[config.mk]
export PLATFORM = sky130hd
export DESIGN_NAME = tvac_ctrl
export DESIGN_NICKNAME = d
export VERILOG_FILES = /design/src/hw/rtl/tvac_pkg.sv /design/src/hw/rtl/tvac_ctrl.sv
export SDC_FILE = /design/constraint.sdc
export NUM_CORES = 1
export LEC_CHECK = 0
export BUFFER_PORTS_ARGS = -buffer_cell sky130_fd_sc_hd__buf_2
export CORE_AREA = 2 2 39 41
export CTS_CLUSTER_SIZE = 20
export DETAILED_ROUTE_END_ITERATION = 8
export DIE_AREA = 0 0 41 43
export PLACE_DENSITY = 0.68
export SLEW_MARGIN = 20
export SYNTH_ARGS = -nofsm -noshare
export SYNTH_HDL_FRONTEND = slang
export SYNTH_SLANG_ARGS = --single-unit
[constraint.sdc]
create_clock -name clk -period 2.4 [get_ports clk]
set_input_delay 0 -clock clk [delete_from_list [all_inputs] [get_ports clk]]
set_output_delay 0 -clock clk [all_outputs]
set_load 0.1 [all_outputs]
[src/hw/rtl/tvac_pkg.sv]
`timescale 1ns / 1ps
// ---------------------------------------------------------------------------
// tvac_pkg
// Types, codes and helper functions of the teletext VRAM access unit.
// ---------------------------------------------------------------------------
package tvac_pkg;

  // page store geometry
  localparam int STORE_DEPTH = 1024;
  localparam int ADDR_W      = 10;

  // access modes (access_mode[7:5])
  localparam logic [2:0] MODE_WR_INC   = 3'b000;
  localparam logic [2:0] MODE_RD_INC   = 3'b001;
  localparam logic [2:0] MODE_WR       = 3'b010;
  localparam logic [2:0] MODE_RD       = 3'b011;
  localparam logic [2:0] MODE_WR_SLICE = 3'b100;
  localparam logic [2:0] MODE_RD_SLICE = 3'b101;

  // port B commands (written byte [7:5])
  localparam logic [2:0] CMD_BEGIN_ROW = 3'b000;
  localparam logic [2:0] CMD_LOAD_ROW  = 3'b001;
  localparam logic [2:0] CMD_LOAD_COL  = 3'b010;
  localparam logic [2:0] CMD_ADVANCE   = 3'b011;
  localparam logic [2:0] CMD_LOAD_MODE = 3'b100;

  // codes at or above this go to external character memory
  localparam logic [7:0] CODE_EXT_MIN = 8'hA0;
  localparam logic [7:0] LATCH_FILL   = 8'hFF;
  localparam logic [4:0] ROW_COUNT    = 5'd24;
  localparam logic [4:0] SLICE_COUNT  = 5'd10;

  typedef struct packed {
    logic       mode;
    logic       command;
    logic       register_b;
    logic [7:0] write_data;
    logic [7:0] ext_read_data;
  } item_t;

  typedef struct packed {
    logic [7:0]  read_data;
    logic        ext_write_strobe;
    logic        ext_read_strobe;
    logic [19:0] ext_address;
    logic [7:0]  ext_write_data;
  } result_t;

  typedef struct packed {
    logic [5:0] col;
    logic [4:0] row;
  } cursor_t;

  // controller to datapath
  typedef struct packed {
    logic              clear;
    logic [ADDR_W-1:0] clear_addr;
    logic              take;
    logic              commit;
  } ctrl_cmd_t;

  // datapath to controller
  typedef struct packed {
    logic out_busy;
  } ctrl_status_t;

  // scrambled page store address of the cursor
  function automatic logic [ADDR_W-1:0] cursor_addr(input cursor_t c);
    logic [ADDR_W-1:0] a;
    if (c.row[4:3] == 2'b11) begin
      a = {2'b11, c.col[5:3], 2'b11, c.col[2:0]};
    end else if (c.col[5]) begin
      a = {2'b11, c.row[2:0], c.row[4:3], c.col[2:0]};
    end else begin
      a = {c.row, c.col[4:0]};
    end
    return a;
  endfunction

  // cursor step: column wraps at 40, 48, 56 and 64, row wraps at 24 and 32
  function automatic cursor_t cursor_advance(input cursor_t c);
    cursor_t    n;
    logic [6:0] c7;
    logic [4:0] r5;
    c7 = {1'b0, c.col} + 7'd1;
    r5 = c.row + 5'd1;
    n  = c;
    if (c7 == 7'd40 || c7 == 7'd48 || c7 == 7'd56 || c7 == 7'd64) begin
      n.col = '0;
      n.row = (r5 == ROW_COUNT) ? 5'd0 : r5;
    end else begin
      n.col = c7[5:0];
    end
    return n;
  endfunction

  // (slice + 1) mod 10 for any 4-bit slice value
  function automatic logic [3:0] slice_next(input logic [3:0] s);
    logic [4:0] t;
    t = {1'b0, s} + 5'd1;
    if (t >= SLICE_COUNT) begin
      t = t - SLICE_COUNT;
    end
    return t[3:0];
  endfunction

endpackage

[src/hw/rtl/tvac_ctrl.sv]
`timescale 1ns / 1ps
// ---------------------------------------------------------------------------
// tvac_ctrl
// Sequencer: page store clearing after reset, then fetch and commit per item.
// ---------------------------------------------------------------------------
module tvac_ctrl
  import tvac_pkg::*;
(
  input  logic         clk,
  input  logic         rst,
  input  logic         item_valid,
  input  ctrl_status_t status,
  output ctrl_cmd_t    cmd,
  output logic         item_stall
);

  typedef enum logic [1:0] {
    ST_CLEAR,
    ST_IDLE,
    ST_EXEC
  } state_t;

  state_t            state;
  logic [ADDR_W-1:0] count;

  // state and clear counter
  always_ff @(posedge clk) begin
    if (rst) begin
      state <= ST_CLEAR;
      count <= '0;
    end else begin
      unique case (state)
        ST_CLEAR: begin
          count <= count + 1'b1;
          if (count == ADDR_W'(STORE_DEPTH - 1)) begin
            state <= ST_IDLE;
          end
        end
        ST_IDLE: begin
          if (item_valid) begin
            state <= ST_EXEC;
          end
        end
        ST_EXEC: begin
          if (!status.out_busy) begin
            state <= ST_IDLE;
          end
        end
        default: state <= ST_CLEAR;
      endcase
    end
  end

  // commands
  assign item_stall     = (state != ST_IDLE);
  assign cmd.clear      = (state == ST_CLEAR);
  assign cmd.clear_addr = count;
  assign cmd.take       = (state == ST_IDLE) && item_valid;
  assign cmd.commit     = (state == ST_EXEC) && !status.out_busy;

endmodule

# Word level (Yosys, flattened, before mapping)
# Index checks and enable logic that the tools add are counted.
# totals
in_bits	4
word_cells	19
regBits	12
# classes
addsub	1
n_mux	4
n_reduce_logical	5
eq_ne	7
# op_table
cell	n
$add A10 B1 Y10 const B	1
$eq A10 B10 Y1 const B	1
$mux W2	3
$pmux W2 S3	1
$ne A2 B1 Y1 const B	2
$ne A2 B2 Y1 const B	2
$reduce_and A3 Y1	1
$eq A2 B1 Y1 const B	1
$eq A2 B2 Y1 const B	1
$logic_and A1 B1 Y1	2
$logic_not A2 Y1	1
$logic_not A1 Y1	1

# Logic depth before layout (Yosys ltp)
# Gate-level depths: netlist of the first run.
# depth
word_depth	3
mapped_depth	5

# Least setup slack after synthesis of the first run
# No wires, ideal clock.
# synth_timing
kind	register to register
from	register state[1]
to	register state[1]
n_path_buf	0
t_arrival_ns	2.836
required_time_ns	2.338
path_slack_ns	-0.498
stages_incl_launch_ff	4
period_less_slack_ns	2.898
path_cell_list	dfxtp_1 -> nand2b_1 -> nor2_1 -> o21ba_2
# synth_via
elab_chain_cells	3
word_cells_on_any_way	8
classes_between	5 x eq/ne; 1 x mux; 2 x reduce/logical
# synth_lines
item	line_no	text
start: declaration	tvac_ctrl.sv:23	state_t state;
start signal: assignment	tvac_ctrl.sv:29	state <= ST_CLEAR;
start signal: assignment	tvac_ctrl.sv:36	state <= ST_IDLE;
start signal: assignment	tvac_ctrl.sv:41	state <= ST_EXEC;
$eq A2 B2 Y1 (tied with other cells)	tvac_ctrl.sv:32	unique case (state)
$ne A2 B2 Y1 (no line) / $ne A2 B1 Y1 (equally long branches)	-	
$reduce_and A3 Y1 (no line)	-	
# Parallel ways exist; a longest one is shown, timed or not.
# A chain may end at the register's enable or synchronous reset.

# Worst setup path after layout of the first run
# layout_timing
from	register count[0]
to	register count[6]
# layout_via
elab_chain_cells	1
# layout_lines
item	line_no	text
start: declaration	tvac_ctrl.sv:24	logic [ADDR_W-1:0] count;
start signal: assignment	tvac_ctrl.sv:34	count <= count + 1'b1;
$add A10 B1 Y10	tvac_ctrl.sv:34	
# No other way between the ends.

==> qor.tcl, run 1 <==
set qor(post_cts_buffers) 0
set qor(post_synth_xor_area_fraction) 0.03146
set qor(reg2reg_from) {count[0]}
set qor(synth.ff_latch_count) 12
set qor(antenna_cells_inserted) 0
set qor(timing.critical_path.cells) {ha_1, or3b_1, or4_1, a21oi_1}
set qor(ctsHoldBuffers) 0
set qor(largest_family_of_logic_cells_by_synthesized_area) {simple AND/OR/NAND/NOR gates}
set qor(relSlewSlack) 0.6788
set qor(grtUsageMet1) 0.2085
set qor(synthTopCellsByArea) {dfxtp_1, a21oi_1, o31ai_1}
set qor(ff2ff_setup_slack_ns) 0.74
set qor(use_met2) 0.2250
set qor(grt_most_used_layer) {met2}
set qor(grt_max_degree) 13
set qor(regToRegEndpoint) {count[6]}
set qor(post-dp-hpwl_um) 794.6
set qor(post_cts_resized) 0
set qor(top_level_ports) 18
set qor(synth.top_cell.area_share) 0.4315
set qor(rsz0062_at_grt) {false}
set qor(floorplan.rows) 14
set qor(setup.worst_path.class) {register to register}
set qor(fin_util) 0.4873
set qor(floorplan.die.width_um) 41
set qor(ys_seq_area_frac) 0.4315
set qor(drc_errors) 0
set qor(ctsHtreeMaxLevel) 1
set qor(count_of_yosys_warnings_during_synthesis) 0
set qor(critical_path_destination) {count[6]}
set qor(dpl_cell_area_um2) 651.9
set qor(route.detailed.vias_per_inst) 5.434
set qor(area_delta_synth_final_pct) 21.12
set qor(routabilityCongestion) 0.6546
set qor(muxShareOfSynthArea) 0
set qor(route.detailed.wl_per_inst_um) 11.65
set qor(ant_nets_after_route) 0
set qor(fin_crit_ns) 1.659
set qor(setup.worst_path.start_class) {register}
set qor(postLayoutCellArea_um2) 674.4
set qor(first_global_vias) 451
set qor(setup_slack_ns) 0.7406
set qor(setup-tns-final_ns) 0
set qor(routed_wl_mm) 1.153
set qor(largest_clock_skew_in_the_final_design_ns) 0.002068
set qor(layout-drive-gt1-share) 0.2651
set qor(effective_utilization_at_floorplan) 0.4024
set qor(synth.lib_cells_used.distinct) 23
set qor(timing.final.hold_violations) 0
set qor(postSynth.asyncResetShare) 0
set qor(final_setup_vio_count) 0
set qor(net_count_reported_at_finish) 90
set qor(irDropWorstVdd_mv) 0.2328
set qor(number_of_drc_markers_after_the_initial_detailed_route_iteration) 2
set qor(p_per_area_mw_per_mm2) 571.9
set qor(cts_buffers) 3
set qor(netlist.top_cell.by_area) {dfxtp_1}
set qor(path_clk_slew_ns) 0.07
set qor(detailedPlace.worstSlack_ns) 0.7658
set qor(req_time_crit_path_ns) 2.60
set qor(end_kind) {register}
set qor(synth_compound_gate_area_share) 0.2045
set qor(worst_skew_pair.late_latency_ns) 0.27
set qor(globalRouteTotalUtil) 0.1583
set qor(fp.dieH_um) 43
set qor(cts_tree) {yes}
set qor(outcome) {completed}
set qor(crit_arrival_ns) 1.86
set qor(cts.sink_count) 12
set qor(numPortBuffers) 17
set qor(max_freq_mhz) 602.6
set qor(drv_cap) 0
set qor(number_of_enable_type_register_cells_in_the_synthesized_netlist) 0
set qor(post_synth_simple_gate_area) 0.2674
set qor(clockRootBuffer) {clkbuf_4}
set qor(grt_remaining_overflow) 0
set qor(actual_transition_at_the_worst_max_transition_pin_ns) 0.4851
set qor(grt_use_met3) 0.04712
set qor(cp_max_fo) 7
set qor(route.vias.total) 538
set qor(critical_path_source) {count[0]}
set qor(max_incr_delay_on_cp_ns) 0.45
set qor(power.static_leakage_nw) 0.2653
set qor(core_mm2) 0.001384
set qor(drt_pre_antenna_iters) 2
set qor(layout_worst_path_cycle_share) 0.6914
set qor(min-delay-path-class) {input port to register}
set qor(largest_buffer_count_on_any_clock_path) 2
set qor(synth_ff_type) {dfxtp_1}
set qor(cell_area_after_synthesis_um2) 556.8
set qor(syn_nets) 71
set qor(rr_worst_depth) 4
set qor(antenna_found_initial) 0
set qor(total_die_area_mm2) 0.001763
set qor(crit_slowest_cell) {or3b_1}
set qor(synth_fa_ha_area_frac) 0.02247
set qor(postSynthCellCount) 66
set qor(slew_violations) 0
set qor(post_synth.cell_area_avg_um2) 8.436
set qor(wire_length_of_the_first_global_routing_pass_mm) 1.897
## layout by cell type (no fill, tap or decap), drive strengths merged
| cell type | count |
|---|---|
| nor2 | 6 |
| o31a | 1 |
| o21ba | 1 |
| ha | 1 |
| or4 | 4 |
| nand2b | 1 |
| nand3 | 2 |
| a21oi | 9 |
| dfxtp | 12 |
| clkbuf | 3 |
| nand4bb | 1 |
| xnor2 | 2 |
| nand4 | 1 |
| and3b | 1 |
| o21ai | 4 |
| nor3 | 1 |
| buf | 17 |
| o31ai | 4 |
| or3b | 1 |
| and2 | 1 |
| or3 | 3 |
| nand2 | 4 |
| inv | 3 |
## per-stage QoR
stage / hold slack [ns] / cells / power (mW)
after floorplan: 0.07818 / 66 / 0.2606
after global placement: 0.3166 / 96 / 0.2699
after detailed placement: 0.3203 / 96 / 0.2704
after CTS: 0.03477 / 99 / 0.3891
after global routing: 0.06991 / 99 / 0.4013
final: 0.03501 / 99 / 0.3857
## critical path, delay by kind of cell (launching register included)
kind,cells,cell delay (ns)
adders and majority gates,1,0.18
and+or+nand+nor,2,0.88
AOI/OAI and AO/OA,1,0.16
DFF,1,0.39
## logic make-up (layout without fill, tap and decap cells)
kind of cell / after synthesis / count (layout)
AO/OA/AOI/OAI: 19 / 19
XOR/XNOR: 2 / 2
adder cells (fa/ha/maj): 1 / 1
buffers and inverters: 6 / 23
flip-flops: 12 / 12
AND/OR/NAND/NOR: 26 / 26
## where the power goes
group	internal, mW	leakage [nW]	switching (mW)	total (mW)
Combinational	0.0111	0.154	0.0466	0.0578
Sequential	0.204	0.0973	0.00430	0.208
Clock	0.0580	0.0138	0.0620	0.120
## Yosys cell counts, types with 2 or more instances
| master | n |
|---|---|
| o31ai_1 | 4 |
| xnor2_1 | 2 |
| o21ai_0 | 4 |
| dfxtp_1 | 12 |
| nand3_1 | 2 |
| or3_1 | 3 |
| nand2_1 | 4 |
| inv_1 | 3 |
| or4_1 | 4 |
| a21oi_1 | 9 |
| clkbuf_1 | 2 |
| nor2_1 | 6 |
## worst min path at each step
| stage | start | to | cells past startpoint | slack (ns) |
|---|---|---|---|---|
| finish | status | state[0] | 4 | 0.04 |
| floorplan | rst | state[0] | 1 | 0.08 |
| detailed placement | status | state[0] | 4 | 0.32 |
| CTS | status | state[0] | 4 | 0.03 |
| global route | status | state[0] | 4 | 0.07 |
| global placement | status | state[0] | 4 | 0.32 |
## layout make-up
| cell class | count | area [µm²] |
|---|---|---|
| fillers | 148 | 709.4 |
| multi-input cells | 48 | 295.3 |
| flip-flops and latches | 12 | 240.2 |
| repair buffers | 17 | 85.08 |
| clock buffers | 3 | 22.52 |
| well taps | 16 | 20.02 |
| inverters | 3 | 11.26 |
## registers in the layout (all words and copies together) (netlist names)
name   count
count     10
state      2
## layer usage
metal / wire, µm / vias up
li1: - / 274
met1: 567 / 240
met2: 490 / 20
met3: 80 / 4
met4: 14 / 0
met5: 0 / -
Note: power is estimated with default switching activity, not from simulation.
==> inputs of run 2 (changes only) <==
- clock period: 2.4 -> 1.68 ns (I/O delays scaled with it)
==> run 2 against run 1 <==
  * Count of clock-buffer cells in the layout is 1 higher
  * Sequential power increased by 44%
  * Largest power group unchanged
  * Power rose by 61%
  * Clock skew is essentially flat
  * Final cell count grew 2.0%
  * Global-route usage increased by 1.0 points
==> qor.tcl, run 2 (synthesis results as in run 1) <==
set qor(outcome) {completed} ;# unchanged
set qor(setup.worst_path.class) {register to register} ;# unchanged
set qor(top_level_ports) 18 ;# unchanged
set qor(total_die_area_mm2) 0.001763 ;# unchanged
set qor(largestRegisters) {count: 10 flops, state: 2 flops} ;# unchanged
set qor(layout-drive-gt1-share) 0.4353 ;# was 0.2651
set qor(dpl_cell_area_um2) 698.2 ;# was 651.9 µm²
set qor(layout_worst_path_cycle_share) 0.9122 ;# was 0.6914
set qor(largest_buffer_count_on_any_clock_path) 2 ;# unchanged
set qor(timing.final.hold_violations) 0 ;# unchanged
set qor(p_per_area_mw_per_mm2) 843.6 ;# was 571.9 mW/mm²
set qor(antenna_cells_inserted) 0 ;# unchanged
set qor(timing.critical_path.cells) {ha_4, or3b_4, or4_1, a21oi_1} ;# was ha_1, or3b_1, or4_1, a21oi_1
set qor(post-place-cells) 97 ;# was 96
set qor(floorplan.rows) 14 ;# unchanged
set qor(ant_nets_after_route) 0 ;# unchanged
set qor(power.static_leakage_nw) 0.2838 ;# was 0.2653 nW
set qor(numPortBuffers) 17 ;# unchanged
set qor(first_global_vias) 483 ;# was 451
set qor(final_cell_mix) {buf_2, a21oi_1, dfxtp_2} ;# was buf_2, dfxtp_1, a21oi_1
set qor(net_count_reported_at_finish) 91 ;# was 90
set qor(fin_crit_ns) 1.532 ;# was 1.659 ns
set qor(rr_worst_depth) 4 ;# unchanged
set qor(critical_path_source) {count[0]} ;# unchanged
set qor(end_kind) {register} ;# unchanged
set qor(antenna_found_initial) 0 ;# unchanged
set qor(final_setup_vio_count) 0 ;# unchanged
set qor(floorplan.die.width_um) 41 ;# unchanged
set qor(regMostFlops) {count} ;# unchanged
set qor(setup-tns-final_ns) 0 ;# unchanged
set qor(fin_util) 0.5326 ;# was 0.4873
set qor(sequential_cell_area_in_the_final_layout_um2) 256.5 ;# was 240.2 µm²
set qor(wire_length_of_the_first_global_routing_pass_mm) 2.014 ;# was 1.897 mm
set qor(drv_cap) 0 ;# unchanged
set qor(routabilityCongestion) 0.6422 ;# was 0.6546
set qor(route.detailed.wl_per_inst_um) 11.44 ;# was 11.65 µm
set qor(area_of_the_multi_input_gates_um2) 320.3 ;# was 295.3 µm²
set qor(layout.filler_cells) 125 ;# was 148
set qor(postLayoutCellArea_um2) 737.0 ;# was 674.4 µm²
set qor(cts_tree) {yes} ;# unchanged
set qor(number_of_drc_markers_after_the_initial_detailed_route_iteration) 10 ;# was 2
set qor(max_incr_delay_on_cp_ns) 0.41 ;# was 0.45 ns
set qor(setup.worst_path.start_class) {register} ;# unchanged
set qor(cts.sink_count) 12 ;# unchanged
set qor(cp_max_fo) 7 ;# unchanged
set qor(area_delta_synth_final_pct) 32.36 ;# was 21.12%
set qor(critical_path_destination) {count[8]} ;# was count[6]
set qor(stdcell_count) 101 ;# was 99
set qor(slew_violations) 0 ;# unchanged
set qor(largest_clock_skew_in_the_final_design_ns) 0.002463 ;# was 0.002068 ns
set qor(largest_register_ff_count) 10 ;# unchanged
set qor(ctsHtreeMaxLevel) 1 ;# unchanged
set qor(regToRegEndpoint) {count[8]} ;# was count[6]
set qor(most_common_cell_after_layout_fill_and_taps_aside) {buf_2} ;# unchanged
set qor(drt_pre_antenna_iters) 4 ;# was 2
set qor(globalRouteTotalUtil) 0.1685 ;# was 0.1583
set qor(worst_skew_pair.late_latency_ns) 0.27 ;# about the same
set qor(clockRootBuffer) {clkbuf_4} ;# unchanged
set qor(crit_arrival_ns) 1.74 ;# was 1.86 ns
set qor(req_time_crit_path_ns) 1.88 ;# was 2.60 ns
set qor(max_freq_mhz) 652.5 ;# was 602.6 MHz
set qor(grt_remaining_overflow) 0 ;# unchanged
set qor(grt_max_degree) 13 ;# unchanged
set qor(irDropWorstVdd_mv) 0.4286 ;# was 0.2328 mV
set qor(reg2reg_from) {count[0]} ;# unchanged
set qor(relSlewSlack) 0.6779 ;# was 0.6788
set qor(drc_errors) 0 ;# unchanged
set qor(post-dp-hpwl_um) 841.2 ;# was 794.6 µm
set qor(crit_slowest_cell) {or3b_4} ;# was or3b_1
set qor(post-layout-total-power_mw) 0.6217 ;# was 0.3857 mW
set qor(ctsHoldBuffers) 0 ;# unchanged
set qor(core_mm2) 0.001384 ;# unchanged
set qor(rsz0062_at_grt) {false} ;# unchanged
set qor(actual_transition_at_the_worst_max_transition_pin_ns) 0.4865 ;# was 0.4851 ns
set qor(routed_wl_mm) 1.155 ;# was 1.153 mm
set qor(route.detailed.vias_per_inst) 5.515 ;# was 5.434
set qor(ff2ff_setup_slack_ns) 0.15 ;# was 0.74 ns
set qor(effective_utilization_at_floorplan) 0.4024 ;# unchanged
set qor(cts_buffers) 3 ;# unchanged
set qor(fp.dieH_um) 43 ;# unchanged
set qor(route.vias.total) 557 ;# was 538
set qor(path_clk_slew_ns) 0.08 ;# was 0.07 ns
set qor(min-delay-path-class) {input port to register} ;# unchanged
## run 2: cell types whose count changed in the layout (fill, tap and decap cells not counted), sizes merged
| cell | change |
|---|---|
| buf | +1 |
| clkbuf | +1 |
## run 2: cell type report
type,instances,area share
clock buffer,4,0.04924
sequential,12,0.3480
multi-input combinational,48,0.4346
timing repair buffer,18,0.1256
inverter,3,0.01528
tap,16,0.02716
## run 2: worst min-delay path by stage
stage | cells after the start | slack [ns] | start | to
finish | 4 | 0.03 | status | state[0]
global route | 4 | 0.04 | status | state[0]
CTS | 4 | 0.02 | status | state[0]
detailed placement | 4 | 0.32 | status | state[0]
global placement | 4 | 0.32 | status | state[0]
floorplan | 1 | 0.08 | rst | state[0]
## run 2: critical path, delay by kind of cell, from the launching register on
kind            cells  cell delay [ns]
compound gates      1             0.14
flops               1             0.38
fa+ha+maj           1             0.12
simple gates        2             0.82
## run 2: metal layers
metal | share of wire | wire length, µm | vias to the layer above | global-route usage
li1 | - | - | 280 | -
met1 | 0.46 | 529 | 265 | 0.2124
met2 | 0.49 | 569 | 10 | 0.2438
met3 | 0.039 | 45 | 2 | 0.04712
met4 | 0.0087 | 10 | 0 | 0.1000
met5 | 0 | 0 | - | 0
## run 2: repair_timing
item / 4_1_cts / 5_1_grt
setup endpoints to repair: 0 / 1
resized for setup: 0 / 1
buffers inserted: 0 / 0
## run 2: through the flow
step	hold WS [ns]	worst slack, ns
floorplan	0.07818	-0.09521
global placement	0.3206	0.1494
detailed placement	0.3211	0.09579
CTS	0.02340	0.07805
global route	0.04254	0.07234
finish	0.03069	0.1475
## run 2: where the power goes
| part | switching (mW) | total (mW) | internal (mW) |
|---|---|---|---|
| combinational | 0.0679 | 0.0885 | 0.0207 |
| clock | 0.102 | 0.233 | 0.132 |
| sequential | 0.00840 | 0.300 | 0.291 |
| total | 0.178 | 0.622 | 0.444 |
==> inputs of run 3 (changes only) <==
- ABC_AREA: default -> 1
- CORE_AREA: 2 2 39 41 -> default
- CORE_MARGIN: default -> 1.5
- CORE_UTILIZATION: default -> 45
- DIE_AREA: 0 0 41 43 -> default
- PLACE_DENSITY: 0.68 -> 0.71
- SLEW_MARGIN: 20 -> 0
==> run 3 against run 2 <==
  * Critical path depth shrank 2
  * Die area shrank 13%
  * Sequential power is essentially flat
  * Final cell count is 17% higher
  * Critical path type is now register to output port
  * Highest routed layer is now met3
==> qor.tcl, run 3 <==
set qor(fp.dieH_um) 39.07 ;# was 43 µm
set qor(power.static_leakage_nw) 0.3735 ;# was 0.2838 nW
set qor(fin_crit_ns) 1.380 ;# was 1.532 ns
set qor(top_level_ports) 18 ;# unchanged
set qor(synth.ff_latch_count) 12 ;# unchanged
set qor(first_global_vias) 479 ;# was 483
set qor(setup-tns-final_ns) 0 ;# unchanged
set qor(area_of_the_multi_input_gates_um2) 301.5 ;# was 320.3 µm²
set qor(setup_slack_ns) 0.3004 ;# was 0.1475 ns
set qor(grtUsageMet1) 0.2188 ;# was 0.2124
set qor(wire_length_of_the_first_global_routing_pass_mm) 1.959 ;# was 2.014 mm
set qor(postLayoutCellArea_um2) 749.5 ;# was 737.0 µm²
set qor(ant_nets_after_route) 0 ;# unchanged
set qor(synth.lib_cells_used.distinct) 17 ;# was 23
set qor(largest_buffer_count_on_any_clock_path) 2 ;# unchanged
set qor(number_of_cells_traversed_by_the_worst_hold_path) 4 ;# unchanged
set qor(post_synth.cell_area_avg_um2) 7.141 ;# was 8.436 µm²
set qor(final_cell_mix) {buf_2, nand2_1, inv_1} ;# was buf_2, a21oi_1, dfxtp_2
set qor(rsz0062_at_grt) {false} ;# unchanged
set qor(netSwitchingPower_mw) 0.1713 ;# was 0.1781 mW
set qor(net_count_reported_at_finish) 110 ;# was 91
set qor(total_die_area_mm2) 0.001526 ;# was 0.001763 mm²
set qor(floorplan.rows) 12 ;# was 14
set qor(reg2reg_from) {count[0]} ;# unchanged
set qor(core_mm2) 0.001156 ;# was 0.001384 mm²
set qor(timing.final.hold_violations) 0 ;# unchanged
set qor(cts_buffers) 3 ;# unchanged
set qor(layout-drive-gt1-share) 0.3654 ;# was 0.4353
set qor(detailedPlace.worstSlack_ns) 0.3506 ;# was 0.09579 ns
set qor(use_met2) 0.3167 ;# was 0.2438
set qor(synth.top_cell.area_share) 0.4103 ;# was 0.4315
set qor(ff2ff_setup_slack_ns) 0.34 ;# was 0.15 ns
set qor(synth.top_cells.by_count) {nand2_1, inv_1, dfxtp_1} ;# was dfxtp_1, a21oi_1, nor2_1
set qor(largest_register_ff_count) 10 ;# unchanged
set qor(power.combinational.fraction) 0.135 ;# was 0.142
set qor(end_kind) {output port} ;# was register
set qor(post_cts_resized) 0 ;# unchanged
set qor(min-delay-path-class) {input port to register} ;# unchanged
set qor(power.share.switching) 0.2797 ;# was 0.2865
set qor(dpl_cell_area_um2) 703.2 ;# was 698.2 µm²
set qor(most_common_cell_after_layout_fill_and_taps_aside) {buf_2} ;# unchanged
set qor(outcome) {completed} ;# unchanged
set qor(regToRegEndpoint) {state[0]} ;# was count[8]
set qor(routed_wl_mm) 1.241 ;# was 1.155 mm
set qor(setup.worst_path.start_class) {register} ;# unchanged
set qor(actual_transition_at_the_worst_max_transition_pin_ns) 0.4859 ;# was 0.4865 ns
set qor(ctsHtreeMaxLevel) 1 ;# unchanged
set qor(worst_skew_pair.late_latency_ns) 0.28 ;# was 0.27 ns
set qor(hold_ws_ns) 0.02260 ;# was 0.03069 ns
set qor(cell_area_after_synthesis_um2) 585.6 ;# was 556.8 µm²
set qor(regMostFlops) {count} ;# unchanged
set qor(cts.sink_count) 12 ;# unchanged
set qor(max_freq_mhz) 724.9 ;# was 652.5 MHz
set qor(drc_errors) 0 ;# unchanged
set qor(largest_clock_skew_in_the_final_design_ns) 0.005842 ;# was 0.002463 ns
set qor(req_time_crit_path_ns) 1.68 ;# was 1.88 ns
set qor(timing.hold.worst.start) {item_valid} ;# was status
set qor(netlist.top_cell.by_area) {dfxtp_1} ;# unchanged
set qor(synthTopCellsByArea) {dfxtp_1, nand2_1, inv_1} ;# was dfxtp_1, a21oi_1, o31ai_1
set qor(antenna_cells_inserted) 0 ;# unchanged
set qor(routabilityCongestion) 0.7491 ;# was 0.6422
set qor(layout.filler_cells) 100 ;# was 125
set qor(ys_seq_area_frac) 0.4103 ;# was 0.4315
set qor(grt_use_met3) 0.1040 ;# was 0.04712
set qor(setup.worst_path.class) {register to output port} ;# was register to register
set qor(ctsHoldBuffers) 1 ;# was 0
set qor(cp_max_fo) 10 ;# was 7
set qor(drt_pre_antenna_iters) 4 ;# unchanged
set qor(numPortBuffers) 17 ;# unchanged
set qor(globalRouteTotalUtil) 0.1947 ;# was 0.1685
set qor(floorplan.die.width_um) 39.07 ;# was 41 µm
set qor(path_clk_slew_ns) 0.08 ;# about the same
set qor(number_of_enable_type_register_cells_in_the_synthesized_netlist) 0 ;# unchanged
set qor(effective_utilization_at_floorplan) 0.5065 ;# was 0.4024
set qor(worst_hold_path.endpoint) {state[0]} ;# unchanged
set qor(antenna_found_initial) 0 ;# unchanged
set qor(p_per_area_mw_per_mm2) 817.5 ;# was 843.6 mW/mm²
set qor(relSlewSlack) 0.6783 ;# was 0.6779
set qor(post-layout-total-power_mw) 0.6127 ;# was 0.6217 mW
set qor(number_of_drc_markers_after_the_initial_detailed_route_iteration) 9 ;# was 10
set qor(count_of_yosys_warnings_during_synthesis) 0 ;# unchanged
set qor(largestRegisters) {count: 10 flops, state: 2 flops} ;# unchanged
set qor(synth.most_common_cell) {nand2_1} ;# was dfxtp_1
set qor(rr_worst_depth) 5 ;# was 4
set qor(final_setup_vio_count) 0 ;# unchanged
set qor(route.detailed.wl_per_inst_um) 10.52 ;# was 11.44 µm
set qor(slew_violations) 0 ;# unchanged
set qor(crit_arrival_ns) 1.38 ;# was 1.74 ns
set qor(postSynthCellCount) 82 ;# was 66
set qor(cts_tree) {yes} ;# unchanged
set qor(synth_ff_type) {dfxtp_1} ;# unchanged
set qor(irDropWorstVdd_mv) 0.4908 ;# was 0.4286 mV
set qor(grt_max_degree) 11 ;# was 13
set qor(grt_remaining_overflow) 0 ;# unchanged
set qor(power_frac_clock) 0.377 ;# was 0.375
set qor(route.detailed.vias_per_inst) 4.907 ;# was 5.515
set qor(drv_cap) 0 ;# unchanged
set qor(sequential_cell_area_in_the_final_layout_um2) 250.2 ;# was 256.5 µm²
set qor(grt_most_used_layer) {met2} ;# unchanged
set qor(seq_power_share) 0.489 ;# was 0.482
set qor(area_delta_synth_final_pct) 27.99 ;# was 32.36%
set qor(internal-power_mw) 0.4413 ;# was 0.4436 mW
set qor(layout_worst_path_cycle_share) 0.8212 ;# was 0.9122
set qor(clockRootBuffer) {clkbuf_4} ;# unchanged
set qor(syn_nets) 87 ;# was 71
set qor(postSynth.asyncResetShare) 0 ;# unchanged
set qor(post-dp-hpwl_um) 928.8 ;# was 841.2 µm
set qor(route.vias.total) 579 ;# was 557
set qor(post_cts_buffers) 0 ;# unchanged
## run 3: power by group through the flow
stage,combinational (mW),sequential [mW],clock (mW)
floorplan,0.0178,0.353,0
global placement,0.0806,0.306,0
detailed placement,0.0804,0.306,0
CTS,0.0829,0.300,0.239
global route,0.0878,0.301,0.252
finish,0.0824,0.300,0.231
## run 3: metrics by stage
step / utilization / std cells
detailed placement: 0.6082 / 113
global route: 0.6483 / 118
finish: 0.6483 / 118
CTS: 0.6483 / 118
global placement: 0.6082 / 113
floorplan: - / 82
## run 3: kinds of logic (layout without fill, tap and decap cells)
logic type,count (synthesis),after routing,synth area share
flip-flops,12,12,0.4103
AND/OR/NAND/NOR,44,44,0.3825
buffers and inverters,13,35,0.08334
AO/OA/AOI/OAI,12,12,0.1026
adder cells (fa/ha/maj),1,1,0.02136
## run 3: critical path, stage by stage, from the launching register on
cell and delay (ns):
dfxtp_1 0.39, nor2_4 0.23, buf_2 0.47
## run 3: routing by layer
metal  routed length [µm]  up-vias
met2                  593       16
met4                    0        0
met3                   81        0
met1                  566      255
li1                     -      308
met5                    0        -
## run 3: worst max-delay path by stage
stage / slack (ns) / depth (start not counted) / to / start
global placement: 0.45 / 6 / count[8] / count[0]
finish: 0.30 / 2 / cmd[12] / state[0]
CTS: 0.29 / 2 / cmd[12] / state[0]
detailed placement: 0.35 / 5 / state[0] / count[0]
floorplan: 0.003 / 6 / count[8] / count[0]
global route: 0.24 / 5 / state[0] / count[0]
## run 3: layout make-up
| class | count | share of cell area |
|---|---|---|
| Clock buffer | 4 | 0.04841 |
| Sequential cell | 12 | 0.3339 |
| Timing Repair Buffer | 18 | 0.1269 |
| Tap cell | 14 | 0.02337 |
| Multi-Input combinational cell | 57 | 0.4023 |
| Inverter | 13 | 0.06511 |
